### src/sv/sts_pkg.sv
`timescale 1ns / 1ps
// ---------------------------------------------------------------------------
// sts_pkg: shared definitions for the sine Taylor series block
// Widths, fixed-point constants, register indexes, sequencer states and the
// per-term divisor and reciprocal tables.
// ---------------------------------------------------------------------------
package sts_pkg;

	// Series and number format.
	localparam int MAX_TERMS = 8;
	localparam int FRAC_BITS = 28;

	// Field widths.
	localparam int X_W      = 32;
	localparam int EPS_W    = 29;
	localparam int TL_W     = 4;
	localparam int CNT_W    = 4;
	localparam int CFG_IDX_W = 2;

	// Shared multiplier operands and product.
	localparam int MUL_A_W = 32;
	localparam int MUL_B_W = 35;
	localparam int PROD_W  = MUL_A_W + MUL_B_W;

	// Datapath widths. x squared is at most 2^34, a raw term product
	// at most 2^37, and the divisor of a term is at most 272.
	localparam int X2_W    = 35;
	localparam int M_W     = 38;
	localparam int LO_W    = 16;
	localparam int N1_W    = M_W - LO_W;
	localparam int D_W     = 9;
	localparam int N2_W    = D_W + LO_W;
	localparam int Q1_W    = 20;
	localparam int Q2_W    = LO_W;
	localparam int Q_W     = Q1_W + Q2_W;
	localparam int RECIP_W = 32;
	localparam int RECIP_SHIFT = 34;
	localparam int IDX_W   = $clog2(MAX_TERMS);
	localparam int PREV_W  = X_W + 1;
	localparam int DIFF_W  = X_W + 2;

	localparam logic [X_W-1:0] TERM_POS_MAX = {1'b0, {(X_W-1){1'b1}}};
	localparam logic [X_W-1:0] TERM_NEG_MAX = {1'b1, {(X_W-1){1'b0}}};

	// Configuration register indexes.
	localparam logic [CFG_IDX_W-1:0] REG_STOP_MODE  = 2'd0;
	localparam logic [CFG_IDX_W-1:0] REG_TERM_LIMIT = 2'd1;
	localparam logic [CFG_IDX_W-1:0] REG_EPSILON    = 2'd2;

	localparam logic [TL_W-1:0]  TERM_LIMIT_RST = 4'd5;
	localparam logic [EPS_W-1:0] EPSILON_RST    = 29'd2684;

	typedef enum logic [3:0] {
		ST_IDLE,
		ST_X2,
		ST_TERM,
		ST_MUL,
		ST_DIV1,
		ST_REM1,
		ST_DIV2,
		ST_REM2,
		ST_ROUND,
		ST_FIN
	} sts_state_t;

	// Divisor (2n)(2n+1) that turns term n into term n+1.
	function automatic logic [D_W-1:0] term_div(input logic [IDX_W-1:0] idx);
		logic [D_W-1:0] d;
		case (idx)
			3'd0:    d = 9'd6;
			3'd1:    d = 9'd20;
			3'd2:    d = 9'd42;
			3'd3:    d = 9'd72;
			3'd4:    d = 9'd110;
			3'd5:    d = 9'd156;
			3'd6:    d = 9'd210;
			3'd7:    d = 9'd272;
			default: d = 9'd6;
		endcase
		return d;
	endfunction

	// ceil(2^34 / divisor). Exact floor division of any dividend below 2^25.
	function automatic logic [RECIP_W-1:0] term_recip(input logic [IDX_W-1:0] idx);
		logic [RECIP_W-1:0] r;
		case (idx)
			3'd0:    r = 32'd2863311531;
			3'd1:    r = 32'd858993460;
			3'd2:    r = 32'd409044505;
			3'd3:    r = 32'd238609295;
			3'd4:    r = 32'd156180629;
			3'd5:    r = 32'd110127367;
			3'd6:    r = 32'd81808901;
			3'd7:    r = 32'd63161284;
			default: r = 32'd2863311531;
		endcase
		return r;
	endfunction

endpackage

### src/sv/sts_mul.sv
`timescale 1ns / 1ps
// ---------------------------------------------------------------------------
// sts_mul: shared unsigned multiplier
// The only multiplier of the block; the sequencer registers its product.
// ---------------------------------------------------------------------------
module sts_mul
	import sts_pkg::*;
(
	input  logic [MUL_A_W-1:0] a,
	input  logic [MUL_B_W-1:0] b,
	output logic [PROD_W-1:0]  p
);

	assign p = {{MUL_B_W{1'b0}}, a} * {{MUL_A_W{1'b0}}, b};

endmodule

### config.mk
export PLATFORM = sky130hd
export DESIGN_NAME = sts_mul
export DESIGN_NICKNAME = d
export VERILOG_FILES = /design/src/sv/sts_pkg.sv /design/src/sv/sts_mul.sv
export SDC_FILE = /design/constraint.sdc
export NUM_CORES = 2
export LEC_CHECK = 0
export BUFFER_PORTS_ARGS = -buffer_cell sky130_fd_sc_hd__buf_2
export CORE_MARGIN = 2
export CORE_UTILIZATION = 40
export DETAILED_ROUTE_END_ITERATION = 8
export SETUP_SLACK_MARGIN = 0.5
export SLEW_MARGIN = 20
export SYNTH_ARGS = -nofsm -noshare
export SYNTH_HDL_FRONTEND = slang
export SYNTH_SLANG_ARGS = --single-unit
### constraint.sdc
create_clock -name vclk -period 12.33
set_input_delay 0.6165 -clock vclk [all_inputs]
set_output_delay 0.6165 -clock vclk [all_outputs]
set_load 0.005 [all_outputs]
# ---- Yosys cells after proc, flatten, opt, wreduce, memory -nomap -nowiden
# Index checks and enable logic that the tools add are counted.
dict set report word_totals {
  output_inout_bits 67
  reg_bits 0
  in_bits 67
}
dict set report op_classes {
  n_mul 1
}
# cell n
set ops {}
lappend ops {{$mul 32x35->67} 1}

# ---- Logic depth before layout (Yosys ltp)
dict set report logic_depth {
  ltp_word 1
  depth_mapped 31
  depth_no_buf 28
}

# ---- Worst setup path before layout
# Ideal clock, no wire load.
dict set report synth_timing {
  kind {in2out}
  from {in a[2]}
  to {out p[63]}
  setup_slack_ns 4.047
  n_path_buf 3
  stages 29
  required_ns 11.714
  arrival_time_ns 7.666
  cell_sequence {clkbuf_1 clkbuf_1 nand2_1 fa_1 inv_1 fa_1 inv_1 fa_1 fa_1 inv_1 fa_1 inv_1 fa_1 inv_1 fa_1 fa_1 ha_1 buf_2 a21oi_1 o21ai_1 o21ba_1 o211a_1 a211oi_4 o21ai_2 a21oi_4 o31ai_2 o221ai_2 mux2i_1 o2111ai_1}
}
dict set report synth_between {
  elab_chain_cells 1
}
# item line
set synth_lines {}
lappend synth_lines {{start, declared} sts_mul.sv:9} ;# input logic [MUL_A_W-1:0] a,
lappend synth_lines {{$mul 32x35->67} sts_mul.sv:14} ;# assign p = {{MUL_B_W{1'b0}}, a} * {{MUL_A_W{1'b0}}, b};
lappend synth_lines {{end, declared} sts_mul.sv:11} ;# output logic [PROD_W-1:0] p
# Every way passes these cells.

# ---- Worst setup path in the final report
dict set report layout_timing {
  from {in b[16]}
  to {out p[61]}
}
dict set report layout_between {
  elab_chain_cells 1
}
# item line
set layout_lines {}
lappend layout_lines {{start, declared} sts_mul.sv:10} ;# input logic [MUL_B_W-1:0] b,
lappend layout_lines {{$mul 32x35->67} sts_mul.sv:14}
# Every way passes these cells.

==> run metrics <==
Final Util 42.0%; Die Width 302 um; Seq cells 0; Layout Nets 5,229; final setup fails 0; Post-DP Area 37,100 um^2; RSZ-0062 raised after global routing false; Routed Antenna Nets 0; Min-Delay Path Class in2out; Iteration-0 DRC Markers 1,721; fraction of layout cells with a size suffix above 1 4.58%; area leader, netlist fa_1; vias in the first global route 29,100; filler cell count in the final layout 8,864; DR vias/cell 5.16; height of the die 302 um; Worst Path Arrival 9.34 ns; crit share post-route 80.7%; Final Hold Vio Count 0; first-pass GRT wire length 170 mm; Port Buf Inserts 134; worst slack, placed 2.47 ns; Finished Cell Area 37,100 um^2; Initial Util 40.3%; Worst setup SP type primary input; Synth top area share 55.4%; post-route minimum period 9.95 ns; # rows 109; Post-Synthesis Cells 3,975; synthesized area 35,600 um^2; WL/cell 21.0 um; critical path class in2out; most common cell in the netlist fa_1; initial antenna violation count 10; CTS hold repair buffers 0; Slew @ Worst Pin 1.12 ns; global route overflow 0; via count 26,200; Post CTS Setup Buffer Count 0; die area 91,500 um^2; largest net degree at the start of global routing 36; synthesized area per cell 8.96 um^2; top cells by area, synth fa_1, inv_1, ha_1; Area Overhead vs Synth 4.14%; Yosys warning count 0; GRT Overall Usage 24.4%; Setup crit end kind output port; Rel. slew slack 25.0%; sequential fraction of the synthesis area 0%; Seq. cell area 0 um^2; drt first pass iters 6; multi-input logic area 31,100 um^2; Mapped Nets 5,294; IO Pins 134; final-layout clock buffer total 0; core footprint 88,400 um^2; final worst slack 2.38 ns; setup TNS 0 ns; most instantiated cells after synthesis fa_1, inv_1, nand2_1, and2_1, ha_1; # DRC 0; worst-path fanout max 32; DP Wirelength 80.8 mm; Yosys cell types 59; max cap viols 0; Crit path required time 11.71 ns; GPL Wtd Cong 0.883; Max Fclk 0.100 GHz; count of pins over their slew limit 0; drt total wl 107 mm; status completed; # resized after CTS 0
worst max-delay path, cell delays in order:
cell and delay [ns]:
buf_2 0.70, nand2_1 0.18, fa_1 0.57, inv_1 0.05, fa_1 0.47, inv_1 0.05
fa_1 0.48, fa_1 0.55, inv_1 0.05, fa_1 0.50, inv_1 0.06, fa_1 0.54
inv_1 0.06, fa_1 0.50, fa_1 0.44, ha_1 0.43, a21oi_1 0.13, o21ai_1 0.30
nor2_1 0.10, o211ai_1 0.20, a211oi_4 0.20, o21ai_2 0.50, a21oi_4 0.17, o31ai_1 0.80
a21bo_1 0.21, a21oi_2 0.06, xnor2_1 0.21, buf_2 0.15
cell families after synthesis:
group	count (synthesis)	share of synthesized area [%]
adders and majority gates	1252	64.7
AOI/OAI and AO/OA	192	3.68
and+or+nand+nor	1266	17.3
xor gates and xnor gates	65	1.60
muxes	1	0.0281
buffers and inverters	1199	12.7
final timing paths:
check                 start    end  slack, ns  cells after the start
worst max-delay path  b[16]  p[61]       2.38                     28
worst min-delay path   b[0]   p[0]       1.93                      4
layout make-up:
class,count,area share (%)
antenna,3,0.0202
inverter,969,9.80
multi-input combinational,2776,83.9
tap,1165,3.93
timing repair buffer,163,2.39
metal layers:
layer | vias up | wire, um | global-route usage (%)
met3 | 202 | 7720 | 3.01
li1 | 11200 | - | -
met1 | 13800 | 41900 | 31.7
met5 | - | 62 | 0
met4 | 10 | 3620 | 6.80
met2 | 986 | 53400 | 43.1
layout by cell type, fill, tap and decap left out, types with 15 or more instances in the layout:
master | synthesis | layout
fa_1 | 986 | 986
ha_1 | 266 | 266
nor2_1 | 38 | 38
buf_4 | 0 | 29
xor2_1 | 23 | 23
xnor2_1 | 42 | 42
o21ai_0 | 27 | 27
nand2_1 | 664 | 664
a21oi_1 | 56 | 56
buf_2 | 5 | 134
inv_1 | 969 | 969
and2_1 | 506 | 506
nand3_1 | 16 | 16
a21o_1 | 35 | 35
nand4_1 | 15 | 15
per-stage QoR:
step | hold WS, ns | cells
after floorplan | 1.35 | 3975
after global placement | 1.93 | 5073
after detailed placement | 1.93 | 5073
after CTS | 1.93 | 5073
after global routing | 1.95 | 5073
final | 1.93 | 5076
